$ cat src/sv/wcmt_pkg.sv
// Shared types and constants for the windowed commit mark tracker.
package wcmt_pkg;

    localparam int unsigned CMD_W    = 3;
    localparam int unsigned SUB_W    = 4;
    localparam int unsigned POS_W    = 48;
    localparam int unsigned MARK_W   = 47;
    localparam int unsigned SAMP_W   = 31;
    localparam int unsigned COUNT_W  = 5;
    localparam int unsigned CFG_AW   = 3;
    localparam int unsigned CFG_DW   = 47;
    localparam int unsigned IN_DW    = 56;
    localparam int unsigned OUT_DW   = 112;
    localparam int unsigned OUT_UW   = 2;

    typedef enum logic [CMD_W-1:0] {
        CMD_COMMIT    = 3'd0,
        CMD_ADOPT     = 3'd1,
        CMD_RESET_ONE = 3'd2,
        CMD_RESET_ALL = 3'd3,
        CMD_CLEAR     = 3'd4
    } t_cmd;

    localparam logic [CFG_AW-1:0] REG_BOUND_ENABLE    = 3'd0;
    localparam logic [CFG_AW-1:0] REG_SUBTRACK_COUNT  = 3'd1;
    localparam logic [CFG_AW-1:0] REG_CAPACITY        = 3'd2;
    localparam logic [CFG_AW-1:0] REG_REEL_SAMPLES    = 3'd3;
    localparam logic [CFG_AW-1:0] REG_LINEAR_TOPOLOGY = 3'd4;
    localparam logic [CFG_AW-1:0] REG_WINDOW_ORIGIN   = 3'd5;

endpackage

$ cat src/sv/wcmt_ram.sv
// Generic single-write, single-read RAM with registered read data.
module wcmt_ram #(
    parameter int unsigned WIDTH = 47,
    parameter int unsigned DEPTH = 16
) (
    input  logic                             i_clk,
    input  logic                             i_wr_en,
    input  logic [$clog2(DEPTH > 1 ? DEPTH : 2)-1:0] i_wr_addr,
    input  logic [WIDTH-1:0]                 i_wr_data,
    input  logic                             i_rd_en,
    input  logic [$clog2(DEPTH > 1 ? DEPTH : 2)-1:0] i_rd_addr,
    output logic [WIDTH-1:0]                 o_rd_data
);

    logic [WIDTH-1:0] r_mem [DEPTH];
    logic [WIDTH-1:0] r_rd_data;

    always_ff @(posedge i_clk) begin
        if (i_wr_en) begin
            r_mem[i_wr_addr] <= i_wr_data;
        end
        if (i_rd_en) begin
            r_rd_data <= r_mem[i_rd_addr];
        end
    end

    assign o_rd_data = r_rd_data;

endmodule

$ cat src/sv/windowed_commit_mark_tracker.sv
// Committed high-water mark tracker for a tape stored as a window onto a longer reel.
//
// Usage:
//   Commands enter on the s_axis stream (command in tuser, sub-track and up_to
//   in tdata) and each produces exactly one result on the m_axis stream
//   (accepted and fill_valid in tuser, fill offset, fill length and new mark in
//   tdata). Configuration registers are written through a plain write port
//   (enable, index, data) only while no request is in flight; the user must keep
//   this rule, the block does not enforce it. A write to the bound register
//   clears every mark. A request is registered in the work stage, where the mark
//   RAM read arrives, then in the result register. Throughput is one request per
//   cycle unless the receiver stalls: the mark store is read when a request is
//   accepted and written back when it leaves the work stage, and a bypass
//   register covers a read that meets that write back. Reset clears all marks
//   (per-entry valid bits), the pipeline and the config registers to their
//   defaults; the mark RAM itself needs no clearing pass. When the receiver
//   stalls, the result register holds, the work stage holds its request, and
//   s_axis_tready drops once both are occupied; nothing is lost or repeated.
module windowed_commit_mark_tracker
    import wcmt_pkg::*;
#(
    parameter int unsigned MAX_SUBTRACKS = 16
) (
    input  logic                 i_clk,
    input  logic                 i_rst_n,
    // request stream
    input  logic                 s_axis_tvalid,
    output logic                 s_axis_tready,
    input  logic [IN_DW-1:0]     s_axis_tdata,   // [3:0] subtrack, [51:4] up_to, [55:52] zero
    input  logic [CMD_W-1:0]     s_axis_tuser,   // [2:0] command
    // result stream
    output logic                 m_axis_tvalid,
    input  logic                 m_axis_tready,
    output logic [OUT_DW-1:0]    m_axis_tdata,   // [30:0] fill_offset, [61:31] fill_length,
                                                 // [108:62] new_mark, [111:109] zero
    output logic [OUT_UW-1:0]    m_axis_tuser,   // [0] accepted, [1] fill_valid
    // configuration write port
    input  logic                 i_cfg_wr_en,
    input  logic [CFG_AW-1:0]    i_cfg_addr,
    input  logic [CFG_DW-1:0]    i_cfg_wr_data
);

    localparam int unsigned AW = (MAX_SUBTRACKS > 1) ? $clog2(MAX_SUBTRACKS) : 1;

    // ---------------------------------------------------------------
    // Configuration registers
    // ---------------------------------------------------------------
    logic               r_bound;
    logic [COUNT_W-1:0] r_sub_count;
    logic [SAMP_W-1:0]  r_capacity;
    logic [MARK_W-1:0]  r_reel;
    logic               r_linear;
    logic [MARK_W-1:0]  r_origin;
    logic               cfg_bound_wr;

    assign cfg_bound_wr = i_cfg_wr_en && (i_cfg_addr == REG_BOUND_ENABLE);

    always_ff @(posedge i_clk) begin
        if (!i_rst_n) begin
            r_bound     <= 1'b0;
            r_sub_count <= COUNT_W'(1);
            r_capacity  <= SAMP_W'(1);
            r_reel      <= '0;
            r_linear    <= 1'b0;
            r_origin    <= '0;
        end else if (i_cfg_wr_en) begin
            case (i_cfg_addr)
                REG_BOUND_ENABLE:    r_bound     <= i_cfg_wr_data[0];
                REG_SUBTRACK_COUNT:  r_sub_count <= i_cfg_wr_data[COUNT_W-1:0];
                REG_CAPACITY:        r_capacity  <= i_cfg_wr_data[SAMP_W-1:0];
                REG_REEL_SAMPLES:    r_reel      <= i_cfg_wr_data[MARK_W-1:0];
                REG_LINEAR_TOPOLOGY: r_linear    <= i_cfg_wr_data[0];
                REG_WINDOW_ORIGIN:   r_origin    <= i_cfg_wr_data[MARK_W-1:0];
                default: ;
            endcase
        end
    end

    // Window end (exclusive) and reel length, both config-only.
    logic [POS_W-1:0]  win_end;
    logic [MARK_W-1:0] reel_len;

    assign win_end = {1'b0, r_origin} + {{(POS_W-SAMP_W){1'b0}}, r_capacity};

    always_comb begin
        if (!r_bound) begin
            reel_len = '0;
        end else if (r_linear && (r_reel > {{(MARK_W-SAMP_W){1'b0}}, r_capacity})) begin
            reel_len = r_reel;
        end else begin
            reel_len = {{(MARK_W-SAMP_W){1'b0}}, r_capacity};
        end
    end

    // ---------------------------------------------------------------
    // Input side: clamp the target before it meets the mark
    // ---------------------------------------------------------------
    logic                in_fire;
    logic                s1_fire;
    logic [SUB_W-1:0]    in_sub;
    logic [POS_W-1:0]    in_up_to;
    logic [SUB_W+AW-1:0] in_sub_ext;
    logic [AW-1:0]       in_addr;
    logic [POS_W-1:0]    n_tgt;
    logic [POS_W-1:0]    n_to;

    assign in_sub     = s_axis_tdata[SUB_W-1:0];
    assign in_up_to   = s_axis_tdata[SUB_W+POS_W-1:SUB_W];
    assign in_sub_ext = {{AW{1'b0}}, in_sub};
    assign in_addr    = in_sub_ext[AW-1:0];

    always_comb begin
        if ($signed(in_up_to) < $signed({1'b0, reel_len})) begin
            n_tgt = in_up_to;
        end else begin
            n_tgt = {1'b0, reel_len};
        end
        // upper end of the commit span, clipped to the window
        n_to = (n_tgt < win_end) ? n_tgt : win_end;
    end

    logic               r_s1_valid;
    t_cmd               r_cmd;
    logic [SUB_W-1:0]   r_sub;
    logic [AW-1:0]      r_addr;
    logic               r_tgt_neg;
    logic [MARK_W-1:0]  r_tgt;
    logic [POS_W-1:0]   r_to;

    logic               r_out_valid;

    assign s1_fire       = r_s1_valid && (!r_out_valid || m_axis_tready);
    assign s_axis_tready = !r_s1_valid || s1_fire;
    assign in_fire       = s_axis_tvalid && s_axis_tready;

    always_ff @(posedge i_clk) begin
        if (!i_rst_n) begin
            r_s1_valid <= 1'b0;
        end else if (in_fire) begin
            r_s1_valid <= 1'b1;
        end else if (s1_fire) begin
            r_s1_valid <= 1'b0;
        end
    end

    always_ff @(posedge i_clk) begin
        if (in_fire) begin
            r_cmd     <= t_cmd'(s_axis_tuser);
            r_sub     <= in_sub;
            r_addr    <= in_addr;
            r_tgt_neg <= n_tgt[POS_W-1];
            r_tgt     <= n_tgt[MARK_W-1:0];
            r_to      <= n_to;
        end
    end

    // ---------------------------------------------------------------
    // Mark store: RAM plus per-entry valid bits and a write-back bypass
    // ---------------------------------------------------------------
    logic                     wr_en;
    logic [MARK_W-1:0]        wr_data;
    logic                     clear_all;
    logic [MARK_W-1:0]        ram_q;
    logic [MAX_SUBTRACKS-1:0] r_valid;
    logic                     r_fwd_valid;
    logic [AW-1:0]            r_fwd_addr;
    logic [MARK_W-1:0]        r_fwd_data;

    wcmt_ram #(
        .WIDTH (MARK_W),
        .DEPTH (MAX_SUBTRACKS)
    ) u_mark_ram (
        .i_clk     (i_clk),
        .i_wr_en   (wr_en),
        .i_wr_addr (r_addr),
        .i_wr_data (wr_data),
        .i_rd_en   (in_fire),
        .i_rd_addr (in_addr),
        .o_rd_data (ram_q)
    );

    always_ff @(posedge i_clk) begin
        if (!i_rst_n || clear_all || cfg_bound_wr) begin
            r_valid     <= '0;
            r_fwd_valid <= 1'b0;
        end else if (wr_en) begin
            r_valid[r_addr] <= 1'b1;
            r_fwd_valid     <= 1'b1;
        end
    end

    always_ff @(posedge i_clk) begin
        if (wr_en) begin
            r_fwd_addr <= r_addr;
            r_fwd_data <= wr_data;
        end
    end

    // ---------------------------------------------------------------
    // Work stage: apply the command to the current mark
    // ---------------------------------------------------------------
    logic [MARK_W-1:0] mark;
    logic              index_ok;
    logic              raise;
    logic [MARK_W-1:0] from;
    logic [POS_W-1:0]  commit_len;
    logic [MARK_W-1:0] commit_off;
    logic [POS_W-1:0]  top;
    logic [POS_W-1:0]  clear_len;

    logic              n_acc;
    logic              n_fv;
    logic [SAMP_W-1:0] n_off;
    logic [SAMP_W-1:0] n_len;
    logic [MARK_W-1:0] n_mark;

    always_comb begin
        if (r_fwd_valid && (r_fwd_addr == r_addr)) begin
            mark = r_fwd_data;
        end else if (r_valid[r_addr]) begin
            mark = ram_q;
        end else begin
            mark = '0;
        end
    end

    assign index_ok = r_bound
                   && ({1'b0, r_sub} < r_sub_count)
                   && (32'(r_sub) < MAX_SUBTRACKS);
    assign raise    = !r_tgt_neg && (r_tgt > mark);

    // commit span: from max(mark, origin) up to the clipped target
    assign from       = (mark > r_origin) ? mark : r_origin;
    assign commit_off = from - r_origin;
    assign commit_len = r_to - {1'b0, from};

    // clear span: resident part below the mark
    assign top       = ({1'b0, mark} < win_end) ? {1'b0, mark} : win_end;
    assign clear_len = top - {1'b0, r_origin};

    always_comb begin
        n_acc     = 1'b0;
        n_fv      = 1'b0;
        n_off     = '0;
        n_len     = '0;
        n_mark    = '0;
        wr_en     = 1'b0;
        wr_data   = '0;
        clear_all = 1'b0;
        case (r_cmd)
            CMD_COMMIT, CMD_ADOPT: begin
                if (index_ok) begin
                    n_acc  = 1'b1;
                    n_mark = mark;
                    if (raise) begin
                        wr_en   = s1_fire;
                        wr_data = r_tgt;
                        n_mark  = r_tgt;
                        if ((r_cmd == CMD_COMMIT) && (r_to > {1'b0, from})) begin
                            n_fv  = 1'b1;
                            n_off = commit_off[SAMP_W-1:0];
                            n_len = commit_len[SAMP_W-1:0];
                        end
                    end
                end
            end
            CMD_RESET_ONE: begin
                if (index_ok) begin
                    n_acc = 1'b1;
                    wr_en = s1_fire;
                end
            end
            CMD_RESET_ALL: begin
                n_acc     = r_bound;
                clear_all = s1_fire && r_bound;
            end
            CMD_CLEAR: begin
                if (index_ok) begin
                    n_acc  = 1'b1;
                    n_mark = mark;
                    if (top > {1'b0, r_origin}) begin
                        n_fv  = 1'b1;
                        n_len = clear_len[SAMP_W-1:0];
                    end
                end
            end
            default: ;  // undefined command: reject, no change
        endcase
    end

    // ---------------------------------------------------------------
    // Result register
    // ---------------------------------------------------------------
    logic              r_acc;
    logic              r_fv;
    logic [SAMP_W-1:0] r_off;
    logic [SAMP_W-1:0] r_len;
    logic [MARK_W-1:0] r_mark;

    always_ff @(posedge i_clk) begin
        if (!i_rst_n) begin
            r_out_valid <= 1'b0;
        end else if (s1_fire) begin
            r_out_valid <= 1'b1;
        end else if (m_axis_tready) begin
            r_out_valid <= 1'b0;
        end
    end

    always_ff @(posedge i_clk) begin
        if (s1_fire) begin
            r_acc  <= n_acc;
            r_fv   <= n_fv;
            r_off  <= n_off;
            r_len  <= n_len;
            r_mark <= n_mark;
        end
    end

    assign m_axis_tvalid = r_out_valid;
    assign m_axis_tuser  = {r_fv, r_acc};
    assign m_axis_tdata  = {{(OUT_DW-MARK_W-2*SAMP_W){1'b0}}, r_mark, r_len, r_off};

endmodule
$ cat config.mk
export PLATFORM = sky130hd
export DESIGN_NAME = windowed_commit_mark_tracker
export DESIGN_NICKNAME = d
export VERILOG_FILES = /design/src/sv/wcmt_pkg.sv /design/src/sv/wcmt_ram.sv /design/src/sv/windowed_commit_mark_tracker.sv
export SDC_FILE = /design/constraint.sdc
export NUM_CORES = 2
export LEC_CHECK = 0
export BUFFER_PORTS_ARGS = -buffer_cell sky130_fd_sc_hd__clkbuf_2
export CAP_MARGIN = 20
export CORE_AREA = 2 2 284 399
export CTS_CLUSTER_SIZE = 28
export DETAILED_ROUTE_END_ITERATION = 16
export DIE_AREA = 0 0 286 401
export HOLD_SLACK_MARGIN = 0.1
export PLACE_DENSITY = 0.76
export SETUP_SLACK_MARGIN = 0.4
export SLEW_MARGIN = 40
export SYNTH_ARGS = -nofsm -noshare
export SYNTH_HDL_FRONTEND = slang
export SYNTH_SLANG_ARGS = --single-unit
export TNS_END_PERCENT = 100
$ cat constraint.sdc
create_clock -name i_clk -period 12.7 [get_ports i_clk]
set_input_delay 0 -clock i_clk [delete_from_list [all_inputs] [get_ports i_clk]]
set_output_delay 0 -clock i_clk [all_outputs]
set_load 0.01 [all_outputs]
# == Word-level counts from Yosys, hierarchy flattened ==
# Memory sizes are Yosys's and may differ from the RTL's. A register that Yosys moved wholly into a read port is not among the register bits.
# Index checks and enable logic that the tools add are counted.
# totals
ram_bits,752
output_inout_bits,116
latchBits,0
mem_bits_ro,0
register_bits,416
memories,1
elab_cells,124
input_bits,114
# op_classes
bitwise,1
muxes,44
n_mul,0
shift,0
order_cmp,11
n_addsub,4
reduce_logical,31
div_mod_pow,0
n_eq_ne,10
# mem_list
memory,words,width,read_ports,rd_clocked_by_memory_dff,wr,line_no,rtl
u_mark_ram.r_mem,16,47,1,1,1,wcmt_ram.sv:15,logic [WIDTH-1:0] r_mem [DEPTH];
# op_table
op,n
$mux 47,11
$mux 31,5
$mux 48,3
$gt 48x47->1,2
$lt 48x48->1,2
$gt 47x47->1,2
$pmux 47 s2,1
$sub 31x31->31,3
$pmux 31 s2,1
$add 47x31->48,1
$lt 47x48->1,1
$gt 47x31->1,1
$mux 1,18
$or 16x16->16,1
$eq 3x2->1 const B,4
$reduce_and 2->1,6
$logic_and 1x1->1,10
$eq 3x3->1 const B,3
$eq 3x1->1 const B,2
$logic_not 3->1,2
$pmux 1 s2,3
$lt 4x5->1,1
$lt 4x5->1 const B,1
$bmux 1 s4,1
other kinds (9),16

# == Longest topological paths before layout ==
# logic_depth
ltp_word,12
mapped_depth,42

# == By module ==
# Synthesis repeated with hierarchy kept, for this count alone.
# hier_totals
hier_cells,4725
hier_area_um2,61385.1
# by_module_without_submodules
mod,n_inst,cells_per_inst,seq_area_each_um2,area_each_um2
windowed_commit_mark_tracker,1,3508,10980.5,31784.2
wcmt_ram,1,1217,23993.0,29600.9

# == Worst setup path after synthesis ==
# No wires, ideal clock.
# synth_timing
path_kind,register to register
start,reg r_capacity[27]
end,"reg r_to[0], data pin"
required_time_ns,12.438
synth_period_minus_slack_ns,8.963
arrival_time_ns,8.701
path_buffers,6
path_stages_with_launch,41
setup_ns,0.262
path_slack_ns,3.737
cell_sequence,dfxtp_1 inv_1 ha_1 nand3_1 or3_1 or4_1 o21a_1 o21ai_1 buf_2 buf_2 mux2i_1 nor2b_1 inv_1 ha_1 a21o_1 a21o_1 a21o_1 a21o_1 [5 not listed] a31o_2 ha_1 clkbuf_1 clkbuf_1 buf_1 mux2i_1 inv_1 ha_1 a21o_1 a21o_1 a21oi_1 o21a_1 or4_1 o32a_1 a31oi_1 a31o_1 buf_6 mux2_1
# synth_between
elab_chain_cells,8
word_cells_on_any_way,9
# synth_rtl
element,line_no,rtl
start: declaration,windowed_commit_mark_tracker.sv:50,logic [SAMP_W-1:0] r_capacity;
start signal: assignment,windowed_commit_mark_tracker.sv:70,REG_CAPACITY: r_capacity <= i_cfg_wr_data[SAMP_W-1:0];
$gt 47x31->1,windowed_commit_mark_tracker.sv:88,"end else if (r_linear && (r_reel > {{(MARK_W-SAMP_W){1'b0}}, r_capacity})) begin"
$logic_and 1x1->1,windowed_commit_mark_tracker.sv:88,
$mux 47 (*),windowed_commit_mark_tracker.sv:88,
$mux 47 (*),windowed_commit_mark_tracker.sv:86,if (!r_bound) begin
$lt 48x48->1,windowed_commit_mark_tracker.sv:113,"if ($signed(in_up_to) < $signed({1'b0, reel_len})) begin"
$mux 48 (*),windowed_commit_mark_tracker.sv:113,
net n_tgt[5],windowed_commit_mark_tracker.sv:104,logic [POS_W-1:0] n_tgt;
$lt 48x48->1 (*),windowed_commit_mark_tracker.sv:119,n_to = (n_tgt < win_end) ? n_tgt : win_end;
$mux 48 (*),windowed_commit_mark_tracker.sv:119,
net n_to[0],windowed_commit_mark_tracker.sv:105,logic [POS_W-1:0] n_to;
end signal: assignment,windowed_commit_mark_tracker.sv:153,r_to <= n_to;
end: declaration,windowed_commit_mark_tracker.sv:128,logic [POS_W-1:0] r_to;
# Mark *: on every way through the listed nets, which the timed path passes. The rest lies on a longest branch.
# A chain may end at the register's enable or synchronous reset.

# == Final worst setup path ==
# layout_timing
start,reg r_origin[0]
end,"reg r_len[29], data pin"
# layout_between
elab_chain_cells,8
word_cells_on_any_way,16
# layout_rtl
element,line_no,rtl
start: declaration,windowed_commit_mark_tracker.sv:53,logic [MARK_W-1:0] r_origin;
start signal: assignment,windowed_commit_mark_tracker.sv:73,REG_WINDOW_ORIGIN: r_origin <= i_cfg_wr_data[MARK_W-1:0];
branches (longest 7 deep; another with $add 47x31->48),n/a,
$pmux 31 s2 (*),windowed_commit_mark_tracker.sv:250,case (r_cmd)
net n_len[29],windowed_commit_mark_tracker.sv:214,logic [SAMP_W-1:0] n_len;
end signal: assignment,windowed_commit_mark_tracker.sv:315,r_len <= n_len;
end: declaration,windowed_commit_mark_tracker.sv:297,logic [SAMP_W-1:0] r_len;
# Mark *: on every way through the listed nets, which the timed path passes.

==> results.md <==
* Clock root buffer: clkbuf_16
* Status: finished clean
* Most frequent cells in the layout: edfxtp_1 (1064), nand2_1 (458), ha_1 (418), inv_1 (250), mux4_2 (239)
* F_max at 87.6 MHz
* Power Dens Cells at 125 mW/mm^2
* CTS Hold Bufs at 142
* Initial Util at 55.7%
* #FFs+latches synth at 1215
* Register area share after synthesis at 56.6%
* Cells after DPL at 6259
* Commonest non-fill, non-tap cell in the layout: edfxtp_1
* Grt total ovfl at 0
* Min cycle time layout at roughly 11 ns
* First-pass GRT wire length at 276 mm
* Setup bufs post-CTS at 0
* Clk buf depth at 3
* Switching share of power at 24.8%
* CP startpoint kind: flip-flop
* Share of flip-flops with an asynchronous set or reset at 0%
* Final setup fails at 0
* Largest stage delay, worst path at between 0.5 and 0.6 ns
* Post-layout util at 63.2%
* Hold Fails Final Rpt at 0
* Residual DRC at 0
* GPL Wtd Cong at 1.03
* Worst path arrival time at 11.87 ns
* Final std cells w/o fill at 6614
* Synth warnings at 0
* CTS sink count at 1215
* Tcrit/Tclk final at 89.8%
* Combinational share of power at 10.3%
* WHS at 0.133 ns
* RSZ-0062 raised after global routing: no
* Area grow syn2layout at 13.6%
* Cts bufs inserted at 110
* Htree depth at 3
* Top_reg_cell synth: edfxtp_1
* Final WL at 190 mm
* Final setup TNS at 0 ns
* Max VDD drop at about 0.00011 V
* Layout fillers at 8165
* Worst-path clk slew at roughly 0.060 ns
* Wirelength per Cell at around 29 microns
* Via count at 42785
* Gr usage total at 32.8%
* Vias in the first global route at 43278
* Slew @ Worst Pin at 0.963 ns
* Post-DP HPWL at 123 mm
* Max-cap violations at 0
* CP endpoint kind: flip-flop
* # rows at 145
* Hold crit path type: input port to flip-flop
* Path type of the worst setup path: flip-flop to flip-flop
* Pint at 6.58 mW
* Flop pwr share at between 50% and 60%
* CTS tree: yes
* Ratio of cells with drive above 1 in the final layout at 15.6%
* Final Skew at 0.0482 ns
* Clock latency on the worst-skew pair at 0.75 ns
* Port bufs at 222
* 1st-pass router iterations at 6
* Nets at 5581
* Antenna Violating Nets Remaining at 0
* Post-synth EDFFs at 1064
* Largest net degree at the start of global routing at 121
* CP max FO at 31
* Placeable Area at 0.111 sq mm
* Area of the mapped netlist at between 0.06 and 0.07 sq mm
* Cts repair resizes at 0
* Worst slew margin at between 30% and 40%
* Die area at 0.115 sq mm
* Fin. max-slew vios at 0
* CP required at 13.16 ns
* Die Span X at 286 microns
* Cell variety after synth at 80
* Clock share of power at 39.5%
* Psw at ~2.2 mW
* Initial DRC Count at 4528
* Initial antenna violation count at 6
* Via density at 6.47
* Syn_area_per_cell at 13.2 sq um
* Slowest CP cell: xor2_1
* Cells after synthesis at between 4000 and 5000
* Leakage Power at 24.5 nW
* Io pins at 230
* Die height at roughly 400 microns
## registers in the layout (all words and copies together), names as in the netlist, 3 cells and up
register / cells
r_origin: 47
r_cmd: 3
r_addr: 4
r_tgt: 47
r_fwd_data: 47
u_mark_ram.r_mem: 752
r_off: 31
u_mark_ram.o_rd_data: 47
r_fwd_addr: 4
r_capacity: 31
r_reel: 47
r_len: 31
r_to: 48
r_mark: 47
r_sub_count: 5
r_valid: 16
## final timing paths
path	start	endpoint	slack (ns)	depth (start not counted)
setup / recovery	r_origin[0]	r_len[29]	1.29	37
hold / removal	i_cfg_wr_data[6]	r_reel[6]	0.13	4
setup reg to reg	r_origin[0]	r_len[29]	1.29	37
hold reg to reg	r_valid[2]	r_valid[2]	0.45	2
## area by class of cell
class	count	area (sq um)	area share (%)
Clock inverter	88	927	1.32
Timing Repair Buffer	460	3400	4.84
Multi-Input combinational cell	3005	25300	36.0
Tap cell	1470	1840	2.62
Inverter	252	951	1.35
Clock buffer	121	2840	4.04
Antenna cell	3	7.51	0.0107
Sequential cell	1215	35000	49.8
## cells in the mapped netlist, types with 19 or more instances
| cell | count | area share, % |
|---|---|---|
| buf_1 | 38 | 0.23 |
| mux4_2 | 239 | 8.7 |
| inv_1 | 252 | 1.5 |
| ha_1 | 419 | 8.5 |
| nor2_1 | 184 | 1.1 |
| xor2_1 | 53 | 0.75 |
| o21bai_1 | 62 | 0.75 |
| dfxtp_1 | 151 | 4.9 |
| nand4_1 | 68 | 0.69 |
| edfxtp_1 | 1064 | 52 |
| clkbuf_1 | 146 | 0.89 |
| o21ai_0 | 128 | 1.0 |
| a211oi_1 | 27 | 0.33 |
| a21o_1 | 149 | 1.8 |
| a21boi_0 | 133 | 1.6 |
| and2_1 | 55 | 0.56 |
| xnor2_1 | 63 | 0.89 |
| mux2i_1 | 161 | 2.6 |
| a21oi_1 | 221 | 1.8 |
| nand2_1 | 459 | 2.8 |
| nand3_1 | 51 | 0.41 |
| a31oi_1 | 35 | 0.35 |
| o41ai_1 | 19 | 0.27 |
| nor2b_1 | 81 | 0.82 |
| nor3_1 | 54 | 0.44 |
| o22ai_1 | 22 | 0.22 |
| nand2b_1 | 33 | 0.33 |
| o21a_1 | 66 | 0.80 |
## power groups by stage
stage                     registers, mW  logic [mW]  clock network (mW)
after CTS                          4.39       0.881                3.49
after detailed placement           4.48       0.841                   0
after floorplan                    4.47       0.563                   0
after global routing               4.39       0.960                3.63
after global placement             4.48       0.830                   0
final                              4.39       0.899                3.46
## kinds of logic (layout without fill, tap and decap cells)
logic type / count (synthesis) / count (layout) / share of synthesized area [%]
flip-flops: 1215 / 1215 / 56.6
AND/OR/NAND/NOR: 1071 / 1071 / 8.14
AO/OA/AOI/OAI: 985 / 985 / 10.7
buffers and inverters: 455 / 921 / 2.87
adder cells (fa/ha/maj): 424 / 424 / 8.63
multiplexers: 406 / 406 / 11.4
XOR/XNOR: 116 / 116 / 1.64
other: 1 / 6 / 0.00607
## metal layers
metal / GRT usage [%] / vias to the layer above / routed length (microns)
li1: - / 18571 / -
met1: 39.1 / 21161 / 67000
met2: 55.6 / 2435 / 93800
met3: 4.57 / 616 / 15600
met4: 21.7 / 2 / 13400
met5: 0 / - / 18
## metrics by stage
step                area, sq um  total power [mW]  worst slack [ns]
floorplan                 61800              5.03              3.74
global placement          64900              5.31              1.56
detailed placement        65000              5.32              1.70
CTS                       70200              8.76              1.65
global route              70200              8.98              1.22
finish                    70200              8.75              1.29
## worst max-delay path: cells and delay by family (launching register included)
family,cells,cell delay (ns)
compound gates,17,5.29
fa+ha+maj,6,1.92
simple gates,7,1.40
buf+inv,5,1.08
xor+xnor,1,0.54
flops,1,0.48
mux,1,0.34
No activity file was read; power rests on OpenSTA's default activity.
